--- src/rtl/swrm_pkg.sv ---
`timescale 1ns / 1ps
// ----------------------------------------------------------------------------
// swrm_pkg
// Types, widths and codes shared by the sliding window rate meter.
// ----------------------------------------------------------------------------
package swrm_pkg;

  localparam int TIME_W     = 32;
  localparam int AMT_W      = 32;
  localparam int BUCKET_W   = 32;
  localparam int RATE_W     = 32;
  localparam int LEN_W      = 5;
  localparam int TOT_W      = 36;
  // Up to 31 full buckets fit: bucket width plus window length width.
  localparam int SUM_W      = BUCKET_W + LEN_W;
  localparam int CFG_DATA_W = 32;
  localparam int CFG_IDX_W  = 1;

  localparam int DEF_NUM_BUCKETS = 16;

  localparam logic [RATE_W-1:0] RATE_LIMIT_RESET = RATE_W'(2 * 1024);
  localparam logic [LEN_W-1:0]  WINDOW_LEN_RESET = LEN_W'(15);

  typedef enum logic [CFG_IDX_W-1:0] {
    REG_RATE_LIMIT,
    REG_WINDOW_LEN
  } cfg_reg_t;

  typedef enum logic [1:0] {
    ST_IDLE,
    ST_ADV,
    ST_ADD_RD,
    ST_ADD_WR
  } state_t;

  typedef struct packed {
    logic rd_en;
    logic wr_en;
    logic inval;
    logic clr_all;
  } mem_cmd_t;

endpackage

--- src/rtl/swrm_if.sv ---
`timescale 1ns / 1ps
// ----------------------------------------------------------------------------
// swrm_in_if / swrm_out_if
// Valid/ready channels for sample words and report words.
// ----------------------------------------------------------------------------
interface swrm_in_if;
  import swrm_pkg::*;

  logic              valid;
  logic              ready;
  logic [TIME_W-1:0] now_seconds;
  logic [AMT_W-1:0]  amount;

  modport source (output valid, output now_seconds, output amount, input ready);
  modport sink   (input valid, input now_seconds, input amount, output ready);
endinterface

interface swrm_out_if;
  import swrm_pkg::*;

  logic             valid;
  logic             ready;
  logic             within_limit;
  logic [TOT_W-1:0] window_total;

  modport source (output valid, output within_limit, output window_total, input ready);
  modport sink   (input valid, input within_limit, input window_total, output ready);
endinterface

--- src/rtl/swrm_bucket_mem.sv ---
`timescale 1ns / 1ps
// ----------------------------------------------------------------------------
// swrm_bucket_mem
// Bucket store: synchronous RAM with one write and one read port, plus a
// valid bit per entry so that a whole clear needs no pass over the entries.
// ----------------------------------------------------------------------------
module swrm_bucket_mem #(
  parameter int NUM_BUCKETS = swrm_pkg::DEF_NUM_BUCKETS,
  parameter int IDX_W       = 4
) (
  input  logic                          clk,
  input  logic                          rst,
  input  swrm_pkg::mem_cmd_t            cmd,
  input  logic [IDX_W-1:0]              rd_addr,
  input  logic [IDX_W-1:0]              wr_addr,
  input  logic [swrm_pkg::BUCKET_W-1:0] wr_data,
  output logic [swrm_pkg::BUCKET_W-1:0] rd_data
);
  import swrm_pkg::*;

  logic [BUCKET_W-1:0]    mem [NUM_BUCKETS];
  logic [NUM_BUCKETS-1:0] valid;
  logic [BUCKET_W-1:0]    rd_raw;
  logic                   rd_valid;

  always_ff @(posedge clk) begin
    if (cmd.wr_en) begin
      mem[wr_addr] <= wr_data;
    end
    if (cmd.rd_en) begin
      rd_raw   <= mem[rd_addr];
      rd_valid <= valid[rd_addr];
    end
  end

  // Invalidate and write share the write address; they never happen together.
  always_ff @(posedge clk) begin
    if (rst || cmd.clr_all) begin
      valid <= '0;
    end else begin
      if (cmd.inval) begin
        valid[wr_addr] <= 1'b0;
      end
      if (cmd.wr_en) begin
        valid[wr_addr] <= 1'b1;
      end
    end
  end

  // An entry that was cleared reads as zero.
  assign rd_data = rd_valid ? rd_raw : '0;

endmodule

--- src/rtl/swrm_ctrl.sv ---
`timescale 1ns / 1ps
// ----------------------------------------------------------------------------
// swrm_ctrl
// Sequencer for one sample word: ring advance with read/modify, bucket
// update, running window total and the report register.
// ----------------------------------------------------------------------------
module swrm_ctrl #(
  parameter int IDX_W = 4
) (
  input  logic                          clk,
  input  logic                          rst,
  input  logic                          cfg_clear,
  input  logic [swrm_pkg::RATE_W-1:0]   rate_limit,
  input  logic [swrm_pkg::LEN_W-1:0]    eff_len,
  swrm_in_if.sink                       sample,
  swrm_out_if.source                    report,
  output swrm_pkg::mem_cmd_t            cmd,
  output logic [IDX_W-1:0]              rd_addr,
  output logic [IDX_W-1:0]              wr_addr,
  output logic [swrm_pkg::BUCKET_W-1:0] wr_data,
  input  logic [swrm_pkg::BUCKET_W-1:0] rd_data
);
  import swrm_pkg::*;

  localparam int CMP_W = (IDX_W > LEN_W) ? IDX_W : LEN_W;

  state_t            state, state_next;
  logic [IDX_W-1:0]  idx, idx_next, idx_inc;
  logic [SUM_W-1:0]  sum, sum_next;
  logic [TIME_W-1:0] stamp, stamp_next;
  logic [AMT_W-1:0]  amt, amt_next;
  logic [LEN_W-1:0]  cnt, cnt_next;
  logic              pend, pend_next;
  logic              out_load;

  logic [TIME_W-1:0]   diff;
  logic [LEN_W-1:0]    elapsed;
  logic [LEN_W-1:0]    len_m1;
  logic [BUCKET_W-1:0] room, take;

  always_comb begin
    len_m1 = eff_len - LEN_W'(1);
    if (CMP_W'(idx) == CMP_W'(len_m1)) begin
      idx_inc = '0;
    end else begin
      idx_inc = idx + IDX_W'(1);
    end

    // A timestamp that goes backwards counts as no time elapsed.
    diff = sample.now_seconds - stamp;
    if (sample.now_seconds < stamp) begin
      elapsed = '0;
    end else if (diff > TIME_W'(eff_len)) begin
      elapsed = eff_len;
    end else begin
      elapsed = diff[LEN_W-1:0];
    end

    room = ~rd_data;
    take = (amt > room) ? room : amt;
  end

  always_comb begin
    state_next   = state;
    idx_next     = idx;
    sum_next     = sum;
    stamp_next   = stamp;
    amt_next     = amt;
    cnt_next     = cnt;
    pend_next    = pend;
    out_load     = 1'b0;
    cmd          = '0;
    cmd.clr_all  = cfg_clear;
    rd_addr      = idx;
    wr_addr      = idx;
    wr_data      = rd_data + take;
    sample.ready = 1'b0;

    unique case (state)
      ST_IDLE: begin
        sample.ready = ~rst;
        if (sample.valid) begin
          amt_next = sample.amount;
          if (elapsed != '0) begin
            stamp_next = sample.now_seconds;
            cnt_next   = elapsed;
            pend_next  = 1'b0;
            state_next = ST_ADV;
          end else begin
            state_next = ST_ADD_RD;
          end
        end
      end
      ST_ADV: begin
        // Retire the bucket read last cycle while the next one is read.
        if (pend) begin
          sum_next  = sum - SUM_W'(rd_data);
          cmd.inval = 1'b1;
        end
        if (cnt != '0) begin
          cmd.rd_en = 1'b1;
          rd_addr   = idx_inc;
          idx_next  = idx_inc;
          cnt_next  = cnt - LEN_W'(1);
          pend_next = 1'b1;
        end else begin
          pend_next  = 1'b0;
          state_next = ST_ADD_RD;
        end
      end
      ST_ADD_RD: begin
        cmd.rd_en  = 1'b1;
        state_next = ST_ADD_WR;
      end
      ST_ADD_WR: begin
        if (!report.valid || report.ready) begin
          cmd.wr_en  = 1'b1;
          sum_next   = sum + SUM_W'(take);
          out_load   = 1'b1;
          state_next = ST_IDLE;
        end
      end
      default: begin
        state_next = ST_IDLE;
      end
    endcase
  end

  always_ff @(posedge clk) begin
    if (rst) begin
      state <= ST_IDLE;
    end else begin
      state <= state_next;
    end
  end

  always_ff @(posedge clk) begin
    if (rst || cfg_clear) begin
      idx   <= '0;
      sum   <= '0;
      stamp <= '0;
    end else begin
      idx   <= idx_next;
      sum   <= sum_next;
      stamp <= stamp_next;
    end
  end

  always_ff @(posedge clk) begin
    amt  <= amt_next;
    cnt  <= cnt_next;
    pend <= pend_next;
  end

  always_ff @(posedge clk) begin
    if (rst) begin
      report.valid <= 1'b0;
    end else if (out_load) begin
      report.valid <= 1'b1;
    end else if (report.ready) begin
      report.valid <= 1'b0;
    end
  end

  // The flag uses the exact total; the shown total saturates.
  always_ff @(posedge clk) begin
    if (out_load) begin
      report.within_limit <= (sum_next < SUM_W'(rate_limit));
      if (|sum_next[SUM_W-1:TOT_W]) begin
        report.window_total <= '1;
      end else begin
        report.window_total <= sum_next[TOT_W-1:0];
      end
    end
  end

endmodule

--- src/rtl/sliding_window_rate_meter_top.sv ---
`timescale 1ns / 1ps
// ----------------------------------------------------------------------------
// sliding_window_rate_meter_top
// Windowed byte rate meter over a ring of one-second buckets.
// ----------------------------------------------------------------------------
// Each sample word (now_seconds, amount) yields one report word with the
// window total and a within-limit flag. A sample that lands in the current
// second only reads and rewrites its bucket; one that moves the ring by e
// seconds (e capped at the window length) first retires every passed bucket,
// read through the single read port of the bucket RAM, one bucket per cycle.
// No new sample is taken until the last one is through. A finished
// report waits in an output register; the sample side is accepted again
// while it waits. Reset and a write of window_len clear the whole store
// via per-entry valid bits, so there is no clearing pass.
module sliding_window_rate_meter_top #(
  parameter int NUM_BUCKETS = swrm_pkg::DEF_NUM_BUCKETS
) (
  input  logic                            clk,
  input  logic                            rst,
  input  logic                            cfg_we,
  input  logic [swrm_pkg::CFG_IDX_W-1:0]  cfg_index,
  input  logic [swrm_pkg::CFG_DATA_W-1:0] cfg_data,
  swrm_in_if.sink                         sample,
  swrm_out_if.source                      report
);
  import swrm_pkg::*;

  localparam int IDX_W = (NUM_BUCKETS > 1) ? $clog2(NUM_BUCKETS) : 1;

  logic [RATE_W-1:0]   rate_limit;
  logic [LEN_W-1:0]    window_len;
  logic [LEN_W-1:0]    eff_len;
  logic                cfg_clear;
  mem_cmd_t            cmd;
  logic [IDX_W-1:0]    rd_addr, wr_addr;
  logic [BUCKET_W-1:0] wr_data, rd_data;

  assign cfg_clear = cfg_we && (cfg_reg_t'(cfg_index) == REG_WINDOW_LEN);

  always_ff @(posedge clk) begin
    if (rst) begin
      rate_limit <= RATE_LIMIT_RESET;
      window_len <= WINDOW_LEN_RESET;
    end else if (cfg_we) begin
      unique case (cfg_reg_t'(cfg_index))
        REG_RATE_LIMIT: rate_limit <= cfg_data[RATE_W-1:0];
        REG_WINDOW_LEN: window_len <= cfg_data[LEN_W-1:0];
        default: ;
      endcase
    end
  end

  always_comb begin
    if (window_len == '0) begin
      eff_len = LEN_W'(1);
    end else if (32'(window_len) > NUM_BUCKETS) begin
      eff_len = LEN_W'(NUM_BUCKETS);
    end else begin
      eff_len = window_len;
    end
  end

  swrm_ctrl #(
    .IDX_W (IDX_W)
  ) u_ctrl (
    .clk        (clk),
    .rst        (rst),
    .cfg_clear  (cfg_clear),
    .rate_limit (rate_limit),
    .eff_len    (eff_len),
    .sample     (sample),
    .report     (report),
    .cmd        (cmd),
    .rd_addr    (rd_addr),
    .wr_addr    (wr_addr),
    .wr_data    (wr_data),
    .rd_data    (rd_data)
  );

  swrm_bucket_mem #(
    .NUM_BUCKETS (NUM_BUCKETS),
    .IDX_W       (IDX_W)
  ) u_mem (
    .clk     (clk),
    .rst     (rst),
    .cmd     (cmd),
    .rd_addr (rd_addr),
    .wr_addr (wr_addr),
    .wr_data (wr_data),
    .rd_data (rd_data)
  );

endmodule

--- src/flat_wrapper.sv ---
// flat-port wrapper written by rule: the top's interface ports become plain ports
module sliding_window_rate_meter_top_flat import swrm_pkg::*;
#(
  parameter int NUM_BUCKETS = swrm_pkg::DEF_NUM_BUCKETS
)
  (clk, rst, cfg_we, cfg_index, cfg_data, sample_valid, sample_now_seconds, sample_amount, sample_ready, report_valid, report_within_limit, report_window_total, report_ready);
  swrm_in_if sample_i ();
  swrm_out_if report_i ();
  input  logic clk;
  input  logic rst;
  input  logic cfg_we;
  input  logic [swrm_pkg::CFG_IDX_W-1:0] cfg_index;
  input  logic [swrm_pkg::CFG_DATA_W-1:0] cfg_data;
  input wire logic [$bits(sample_i.valid)-1:0] sample_valid;
  input wire logic [$bits(sample_i.now_seconds)-1:0] sample_now_seconds;
  input wire logic [$bits(sample_i.amount)-1:0] sample_amount;
  output wire logic [$bits(sample_i.ready)-1:0] sample_ready;
  output wire logic [$bits(report_i.valid)-1:0] report_valid;
  output wire logic [$bits(report_i.within_limit)-1:0] report_within_limit;
  output wire logic [$bits(report_i.window_total)-1:0] report_window_total;
  input wire logic [$bits(report_i.ready)-1:0] report_ready;
  assign sample_i.valid = sample_valid;
  assign sample_i.now_seconds = sample_now_seconds;
  assign sample_i.amount = sample_amount;
  assign sample_ready = sample_i.ready;
  assign report_valid = report_i.valid;
  assign report_within_limit = report_i.within_limit;
  assign report_window_total = report_i.window_total;
  assign report_i.ready = report_ready;
  sliding_window_rate_meter_top #(.NUM_BUCKETS(NUM_BUCKETS)) u_core (.clk(clk), .rst(rst), .cfg_we(cfg_we), .cfg_index(cfg_index), .cfg_data(cfg_data), .sample(sample_i), .report(report_i));
endmodule
--- config.mk ---
export PLATFORM = sky130hd
export DESIGN_NAME = sliding_window_rate_meter_top_flat
export DESIGN_NICKNAME = d
export VERILOG_FILES = /design/src/rtl/swrm_pkg.sv /design/src/rtl/swrm_if.sv /design/src/rtl/swrm_bucket_mem.sv /design/src/rtl/swrm_ctrl.sv /design/src/rtl/sliding_window_rate_meter_top.sv /design/src/flat_wrapper.sv
export SDC_FILE = /design/constraint.sdc
export NUM_CORES = 1
export LEC_CHECK = 0
export ABC_AREA = 0
export BUFFER_PORTS_ARGS = -buffer_cell sky130_fd_sc_hd__buf_2
export CORE_MARGIN = 2
export CORE_UTILIZATION = 45
export DETAILED_ROUTE_END_ITERATION = 8
export SYNTH_ARGS = -nofsm -noshare
export SYNTH_HDL_FRONTEND = slang
export SYNTH_HIERARCHICAL = 1
export SYNTH_SLANG_ARGS = --single-unit
--- constraint.sdc ---
create_clock -name clk -period 8.35 [get_ports clk]
set_input_delay 0.835 -clock clk [delete_from_list [all_inputs] [get_ports clk]]
set_output_delay 0.835 -clock clk [all_outputs]
set_load 0.02 [all_outputs]
==> run_summary.xml, run 1 <==
<?xml version="1.0" encoding="UTF-8"?>
<metrics>
  <group name="worst_setup_path">
    <metric name="worst-endpoint-arrival" unit="ns">8.19</metric>
    <metric name="cp-endpoint" unit="">u_core/u_ctrl/report.within_limit</metric>
    <metric name="ff2ff_setup_slack" unit="ns">0.64</metric>
    <metric name="critical_path_peak_fanout" unit="">29</metric>
    <metric name="crit_top_cell" unit="">sky130_fd_sc_hd__o21ai_0</metric>
    <metric name="worst-r2r-cell-count" unit="">42</metric>
    <metric name="r2r_start" unit="">u_core/u_mem/rd_valid</metric>
    <metric name="rr_endpoint" unit="">u_core/u_ctrl/report.within_limit</metric>
    <metric name="worst-setup-path-type" unit="">register to register</metric>
    <metric name="timing.critical_path.from_type" unit="">register</metric>
    <metric name="max_stage_delay" unit="ns">0.43</metric>
    <metric name="slowest_stage" unit="">sky130_fd_sc_hd__edfxtp_1</metric>
    <metric name="critPathLaunch" unit="">u_core/u_mem/rd_valid</metric>
    <metric name="critical_path.endpoint_type" unit="">register</metric>
    <metric name="critical_path_required" unit="ns">8.83</metric>
  </group>
  <group name="die">
    <metric name="fp.dieW" unit="µm">295</metric>
    <metric name="fp-row-count" unit="">106</metric>
    <metric name="boundaryPins" unit="">141</metric>
    <metric name="die_area" unit="µm²">86800</metric>
    <metric name="initial_core_util" unit="%">45.5</metric>
    <metric name="core_box_area" unit="µm²">83600</metric>
    <metric name="die_h" unit="µm">295</metric>
  </group>
  <group name="grt">
    <metric name="grt_antenna_before_repair" unit="">2</metric>
    <metric name="total_global_routing_overflow" unit="">0</metric>
    <metric name="first_global_vias" unit="">25400</metric>
    <metric name="grt_pass1_wl" unit="µm">153000</metric>
    <metric name="pin_count_of_the_biggest_net_entering_global_routing" unit="">134</metric>
    <metric name="grt.total_usage" unit="%">23.1</metric>
  </group>
  <group name="sta">
    <metric name="fin_setup_tns" unit="ns">0</metric>
    <metric name="setup_viol" unit="">0</metric>
    <metric name="slew_violations" unit="">0</metric>
    <metric name="hold_violations" unit="">0</metric>
    <metric name="post-route-min-period" unit="ns">7.71</metric>
    <metric name="slew_headroom" unit="%">10.1</metric>
    <metric name="grt_setup_unrepaired" unit="">no</metric>
    <metric name="skew" unit="ns">0.0393</metric>
    <metric name="fmax" unit="MHz">130</metric>
    <metric name="final_min_period_over_clock_period" unit="%">92.4</metric>
    <metric name="fin_hold_ws" unit="ns">0.351</metric>
    <metric name="max_slew.worst_pin.slew" unit="ns">1.34</metric>
  </group>
  <group name="power_and_ir_drop">
    <metric name="worst_ir_drop_vdd" unit="mV">0.237</metric>
    <metric name="pwr_density_cell" unit="nW/µm²">369</metric>
    <metric name="static_leakage" unit="nW">16.0</metric>
  </group>
  <group name="logic_synthesis">
    <metric name="synth_most_common_cell" unit="">sky130_fd_sc_hd__edfxtp_1</metric>
    <metric name="synth_area" unit="µm²">38000</metric>
    <metric name="syn_nets" unit="">3343</metric>
    <metric name="postSynth.topFlopCell" unit="">sky130_fd_sc_hd__edfxtp_1</metric>
    <metric name="yosys-top-cells-area" unit="">sky130_fd_sc_hd__edfxtp_1 49%, sky130_fd_sc_hd__mux4_2 7.8%, sky130_fd_sc_hd__dfxtp_1 6.8%</metric>
    <metric name="postSynthCellCount" unit="">3035</metric>
    <metric name="synth_largest_type_area_fraction" unit="%">49.0</metric>
    <metric name="postSynthAreaPerCell" unit="µm²">12.5</metric>
    <metric name="synth.cells.most_frequent" unit="">620 x sky130_fd_sc_hd__edfxtp_1, 272 x sky130_fd_sc_hd__nand2_1, 202 x sky130_fd_sc_hd__ha_1</metric>
    <metric name="seq_area_frac_synth" unit="%">55.8</metric>
    <metric name="number_of_enable_flip_flop_cells_after_synthesis" unit="">620</metric>
    <metric name="yosysUniqueCellTypes" unit="">84</metric>
    <metric name="ys.warnings.count" unit="">6</metric>
    <metric name="asyncSetResetFlopFracSynth" unit="%">0</metric>
    <metric name="yosysTopAreaCell" unit="">sky130_fd_sc_hd__edfxtp_1</metric>
    <metric name="synth.ff_latch_count" unit="">749</metric>
  </group>
  <group name="drt">
    <metric name="drt_iter0_markers" unit="">2222</metric>
    <metric name="ant_nets" unit="">0</metric>
    <metric name="drt_pass1_iterations" unit="">5</metric>
    <metric name="routed_wirelength" unit="µm">100000</metric>
    <metric name="drc" unit="">0</metric>
    <metric name="vias_per_cell" unit="">5.90</metric>
    <metric name="detailroute.via_count" unit="">25700</metric>
    <metric name="wl_per_cell" unit="µm">23.1</metric>
  </group>
  <group name="clock_network">
    <metric name="cts_num_sinks" unit="">749</metric>
    <metric name="worst_skew_pair.late_latency" unit="ns">0.66</metric>
    <metric name="cts-hold-fix-buffers" unit="">0</metric>
    <metric name="tritoncts_clock_tree" unit="">yes</metric>
    <metric name="cts.path.max_buffers" unit="">3</metric>
    <metric name="ctsHtreeMaxLevel" unit="">3</metric>
    <metric name="ctsRootBufferMaster" unit="">sky130_fd_sc_hd__clkbuf_16</metric>
    <metric name="number_of_buffers_inserted_during_clock_tree_synthesis" unit="">81</metric>
    <metric name="cts.reportedPaths.clkPinSlew" unit="ns">0.07</metric>
  </group>
  <group name="placement">
    <metric name="place.gp.congestion" unit="">0.910</metric>
    <metric name="place_hpwl" unit="µm">65700</metric>
    <metric name="port_buffers" unit="">140</metric>
  </group>
  <group name="job">
    <metric name="drv.max_cap_violation_count" unit="">0</metric>
  </group>
  <group name="final_layout">
    <metric name="design.final.nets" unit="">3513</metric>
    <metric name="syn2layout_area_growth" unit="%">12.8</metric>
    <metric name="fillerInstances" unit="">7199</metric>
    <metric name="layout-drive-gt1-share" unit="%">15.8</metric>
    <metric name="finalCoreUtilization" unit="%">51.3</metric>
  </group>
  <group name="status">
    <metric name="outcome" unit="">completed</metric>
  </group>
  <group name="hold_path">
    <metric name="hold_path_class" unit="">input port to register</metric>
  </group>
</metrics>
per-stage QoR:
step / area (µm²) / total power, W / std cells / setup slack (ns)
floorplan: 38000 / 0.0102 / 3035 / 1.01
global placement: 40000 / 0.0120 / 4200 / 0.214
detailed placement: 40000 / 0.0122 / 4200 / 0.115
CTS: 42800 / 0.0158 / 4351 / 0.0926
global route: 42900 / 0.0167 / 4353 / 0.0417
finish: 42900 / 0.0158 / 4355 / 0.637
kinds of logic (layout without fill, tap and decap cells):
group | after synthesis | after routing | share of synthesized area (%)
simple gates | 783 | 783 | 10.5
flops | 749 | 749 | 55.8
compound gates | 698 | 698 | 11.9
buf+inv | 321 | 559 | 3.58
fa+ha+maj | 206 | 206 | 6.86
mux | 182 | 182 | 9.17
xor+xnor | 96 | 96 | 2.21
other cells | 0 | 2 | 0
how the worst min path moves through the flow:
| stage | cells after the start | to | slack [ns] | from |
|---|---|---|---|---|
| 4_1_cts | 1 | u_core/u_ctrl/amt[28] | 0.30 | sample_amount[28] |
| 5_1_grt | 1 | u_core/u_ctrl/amt[28] | 0.32 | sample_amount[28] |
| 6_report | 1 | u_core/u_ctrl/amt[28] | 0.35 | sample_amount[28] |
| 3_5_place_dp | 2 | u_core/u_ctrl/stamp[26] | 0.45 | u_core/u_ctrl/stamp[26] |
| 2_1_floorplan | 2 | u_core/u_ctrl/stamp[10] | 0.43 | u_core/u_ctrl/stamp[10] |
| 3_3_place_gp | 2 | u_core/u_ctrl/stamp[5] | 0.44 | u_core/u_ctrl/stamp[5] |
layout by cell type (no fill, tap or decap), drive strengths merged, types with 15 or more instances in the layout:
cell	netlist	routed
a22oi	72	72
xnor2	61	61
clkinv	2	42
o21ai	197	197
nand3	37	37
nor2b	31	31
a21o	57	57
nor3	36	36
nand4	32	32
dfxtp	129	129
nand2	273	273
a21oi	149	149
nand4bb	30	30
edfxtp	620	620
a221oi	18	18
buf	48	216
nand2b	60	60
a31oi	15	15
a211oi	22	22
nor2	165	165
and2	45	45
inv	190	192
mux2i	43	43
ha	202	202
clkbuf	81	97
o21a	39	39
xor2	35	35
mux4	132	132
metal layers:
metal | wire [µm] | vias up | share of wire, % | track usage (%)
met2 | 46900 | 876 | 47 | 37.7
met3 | 6700 | 116 | 6.7 | 3.15
met1 | 45400 | 12800 | 45 | 33.1
met4 | 1430 | 0 | 1.4 | 4.83
li1 | - | 11900 | - | -
met5 | 0 | - | 0 | 0
power by group:
part / leakage, nW / switching, W / internal [W] / total [W]
Sequential: 6.65 / 0.000168 / 0.00553 / 0.00570
Combinational: 8.01 / 0.00408 / 0.00241 / 0.00649
Clock: 1.33 / 0.00154 / 0.00208 / 0.00362
Total: 16.0 / 0.00579 / 0.0100 / 0.0158
cell type report:
cell class	instances	area (µm²)	area share (%)
Sequential cell	749	21200	49.5
Multi-Input combinational cell	1965	15500	36.3
Clock buffer	97	2110	4.92
Tap cell	1080	1350	3.15
Timing Repair Buffer	216	1290	3.02
Inverter	192	721	1.68
Clock inverter	54	629	1.47
Antenna cell	2	5.00	0.0117
registers in the layout (all words and copies together), names as in the netlist:
register / cells
u_core/rate_limit: 32
u_core/u_ctrl/amt: 32
u_core/u_ctrl/cnt: 5
u_core/u_ctrl/pend: 1
u_core/u_ctrl/report.valid: 1
u_core/u_ctrl/report.window_total: 36
u_core/u_ctrl/report.within_limit: 1
u_core/u_ctrl/stamp: 32
u_core/u_ctrl/state: 2
u_core/u_ctrl/sum: 37
u_core/u_ctrl/wr_addr: 4
u_core/u_mem/mem: 512
u_core/u_mem/rd_raw: 32
u_core/u_mem/rd_valid: 1
u_core/u_mem/valid: 16
u_core/window_len: 5
what timing repair did:
action / in CTS / in global routing
gates resized for setup: 0 / 13
setup buffers: 0 / 1
endpoints found under the setup margin: 0 / 1
worst max-delay path, delay by kind of cell, from the launching register on:
| family | cells | cell delay [ns] |
|---|---|---|
| buf+inv | 6 | 0.81 |
| xor+xnor | 1 | 0.14 |
| fa+ha+maj | 4 | 1.27 |
| flops | 1 | 0.43 |
| simple gates | 10 | 1.19 |
| compound gates | 21 | 3.69 |
Note: power is estimated with default switching activity, not from simulation.
==> run 2: changes to the inputs <==
- GPL_TIMING_DRIVEN: not set -> 0
==> run_summary.xml, run 2 (same netlist as run 1, synthesis figures left out) <==
<?xml version="1.0" encoding="UTF-8"?>
<metrics>
  <group name="placement">
    <metric name="place_hpwl" unit="µm">76400</metric>
    <metric name="placedCellCount" unit="">4272</metric>
    <metric name="preCtsSetupSlack" unit="ns">-2.05</metric>
    <metric name="port_buffers" unit="">140</metric>
    <metric name="place.gp.congestion" unit="">0.896</metric>
  </group>
  <group name="clock_network">
    <metric name="tritoncts_clock_tree" unit="">yes</metric>
    <metric name="cts.reportedPaths.clkPinSlew" unit="ns">0.06</metric>
    <metric name="cts_num_sinks" unit="">749</metric>
    <metric name="cts-hold-fix-buffers" unit="">0</metric>
    <metric name="cts.path.max_buffers" unit="">3</metric>
    <metric name="worst_skew_pair.late_latency" unit="ns">0.65</metric>
    <metric name="ctsRootBufferMaster" unit="">sky130_fd_sc_hd__clkbuf_16</metric>
    <metric name="number_of_buffers_inserted_during_clock_tree_synthesis" unit="">81</metric>
    <metric name="ctsHtreeMaxLevel" unit="">3</metric>
  </group>
  <group name="status">
    <metric name="outcome" unit="">completed</metric>
  </group>
  <group name="final_layout">
    <metric name="fillerInstances" unit="">7057</metric>
    <metric name="layout-drive-gt1-share" unit="%">16.5</metric>
    <metric name="top_regs" unit="">u_core/u_mem/mem (512), u_core/u_ctrl/sum (37), u_core/u_ctrl/report.window_total (36)</metric>
    <metric name="mostFrequentLayoutCell" unit="">sky130_fd_sc_hd__edfxtp_1</metric>
    <metric name="instances_no_fill" unit="">4435</metric>
    <metric name="finalCoreUtilization" unit="%">52.1</metric>
    <metric name="largest_reg_flops" unit="">512</metric>
    <metric name="syn2layout_area_growth" unit="%">14.5</metric>
    <metric name="largest-register" unit="">u_core/u_mem/mem</metric>
    <metric name="num_antenna_cells" unit="">0</metric>
    <metric name="design.final.nets" unit="">3599</metric>
    <metric name="most_frequent_cells_in_the_layout" unit="">620 x sky130_fd_sc_hd__edfxtp_1, 272 x sky130_fd_sc_hd__nand2_1, 201 x sky130_fd_sc_hd__ha_1, 173 x sky130_fd_sc_hd__inv_1, 166 x sky130_fd_sc_hd__buf_2</metric>
  </group>
  <group name="drt">
    <metric name="drt_pass1_iterations" unit="">6</metric>
    <metric name="wl_per_cell" unit="µm">23.8</metric>
    <metric name="ant_nets" unit="">0</metric>
    <metric name="vias_per_cell" unit="">5.89</metric>
    <metric name="drt_iter0_markers" unit="">2422</metric>
    <metric name="routed_wirelength" unit="µm">105000</metric>
    <metric name="detailroute.via_count" unit="">26100</metric>
    <metric name="drc" unit="">0</metric>
  </group>
  <group name="grt">
    <metric name="grt_antenna_before_repair" unit="">4</metric>
    <metric name="first_global_vias" unit="">26200</metric>
    <metric name="total_global_routing_overflow" unit="">0</metric>
    <metric name="grt.total_usage" unit="%">24.3</metric>
    <metric name="pin_count_of_the_biggest_net_entering_global_routing" unit="">37</metric>
    <metric name="grt_pass1_wl" unit="µm">159000</metric>
  </group>
  <group name="power_and_ir_drop">
    <metric name="total_design_power" unit="W">0.0161</metric>
    <metric name="worst_ir_drop_vdd" unit="mV">0.231</metric>
    <metric name="static_leakage" unit="nW">16.2</metric>
    <metric name="pwr_density_cell" unit="nW/µm²">369</metric>
  </group>
  <group name="worst_setup_path">
    <metric name="worst-setup-path-type" unit="">register to register</metric>
    <metric name="critical_path_peak_fanout" unit="">16</metric>
    <metric name="critical_path.endpoint_type" unit="">register</metric>
    <metric name="max_stage_delay" unit="ns">0.98</metric>
    <metric name="slowest_stage" unit="">sky130_fd_sc_hd__xor2_1</metric>
    <metric name="worst-endpoint-arrival" unit="ns">8.18</metric>
    <metric name="crit_top_cell" unit="">sky130_fd_sc_hd__o21ai_0</metric>
    <metric name="timing.critical_path.from_type" unit="">register</metric>
    <metric name="critical_path_required" unit="ns">8.62</metric>
    <metric name="ff2ff_setup_slack" unit="ns">0.44</metric>
  </group>
  <group name="sta">
    <metric name="fmax" unit="MHz">126</metric>
    <metric name="max_slew.worst_pin.slew" unit="ns">1.41</metric>
    <metric name="final_min_period_over_clock_period" unit="%">94.7</metric>
    <metric name="setup_viol" unit="">0</metric>
    <metric name="fin_hold_ws" unit="ns">0.373</metric>
    <metric name="skew" unit="ns">0.0261</metric>
    <metric name="post-route-min-period" unit="ns">7.91</metric>
    <metric name="slew_headroom" unit="%">5.54</metric>
    <metric name="hold_violations" unit="">0</metric>
    <metric name="grt_setup_unrepaired" unit="">no</metric>
    <metric name="finalWorstSetupSlack" unit="ns">0.439</metric>
    <metric name="slew_violations" unit="">0</metric>
  </group>
  <group name="hold_path">
    <metric name="hold_path_class" unit="">input port to register</metric>
  </group>
  <group name="die">
    <metric name="die_area" unit="µm²">86800</metric>
    <metric name="initial_core_util" unit="%">45.5</metric>
    <metric name="core_box_area" unit="µm²">83600</metric>
    <metric name="boundaryPins" unit="">141</metric>
    <metric name="die_h" unit="µm">295</metric>
    <metric name="fp.dieW" unit="µm">295</metric>
    <metric name="fp-row-count" unit="">106</metric>
  </group>
  <group name="job">
    <metric name="drv.max_cap_violation_count" unit="">0</metric>
  </group>
</metrics>
-- run 2: path summary, 6_finish.rpt --
path | from | endpoint | depth (start not counted)
setup / recovery | u_core/u_mem/rd_valid | u_core/u_mem/mem[9][31] | 28
hold / removal | sample_amount[10] | u_core/u_ctrl/amt[10] | 1
setup reg to reg | u_core/u_mem/rd_valid | u_core/u_mem/mem[9][31] | 28
hold reg to reg | u_core/u_ctrl/stamp[14] | u_core/u_ctrl/stamp[14] | 2
-- run 2: repair_timing --
item,CTS,global route
setup endpoints to repair,89,17
resized for setup,33,36
pin swaps,6,15
setup buffers,9,6
hold endpoints to repair,0,0
-- run 2: final cells by class --
cell class                      instances  area, µm²  share of cell area (%)
Timing Repair Buffer                  173       1160                    2.67
Clock buffer                          103       2130                    4.90
Buffer                                129        671                    1.54
Multi-Input combinational cell       1965      15700                    36.2
Clock inverter                         44        537                    1.23
Sequential cell                       749      21200                    48.7
Inverter                              192        721                    1.66
Tap cell                             1080       1350                    3.11
-- run 2: where the power goes --
group / internal (W) / leakage (nW) / switching (W)
logic: 0.00243 / 8.26 / 0.00433
registers: 0.00554 / 6.65 / 0.000147
clock network: 0.00210 / 1.28 / 0.00152
-- run 2: critical path: cells and delay by family, from the launching register on --
family	cells	cell delay, ns
compound gates	18	3.99
fa+ha+maj	2	0.71
simple gates	4	0.85
xor+xnor	1	0.98
flops	1	0.40
buf+inv	3	0.57
-- run 2: through the flow --
| step | instance area, µm² | TNS, ns |
|---|---|---|
| floorplan | 38000 | 0 |
| global placement | 40000 | -50.85 |
| detailed placement | 40400 | -59.73 |
| CTS | 43200 | 0 |
| global route | 43500 | 0 |
| finish | 43500 | 0 |
-- run 2: per-layer routing --
layer	track usage (%)	wire [µm]
met2	40.1	49500
met1	33.5	46000
met4	7.50	2850
met5	0	27
met3	3.18	7060
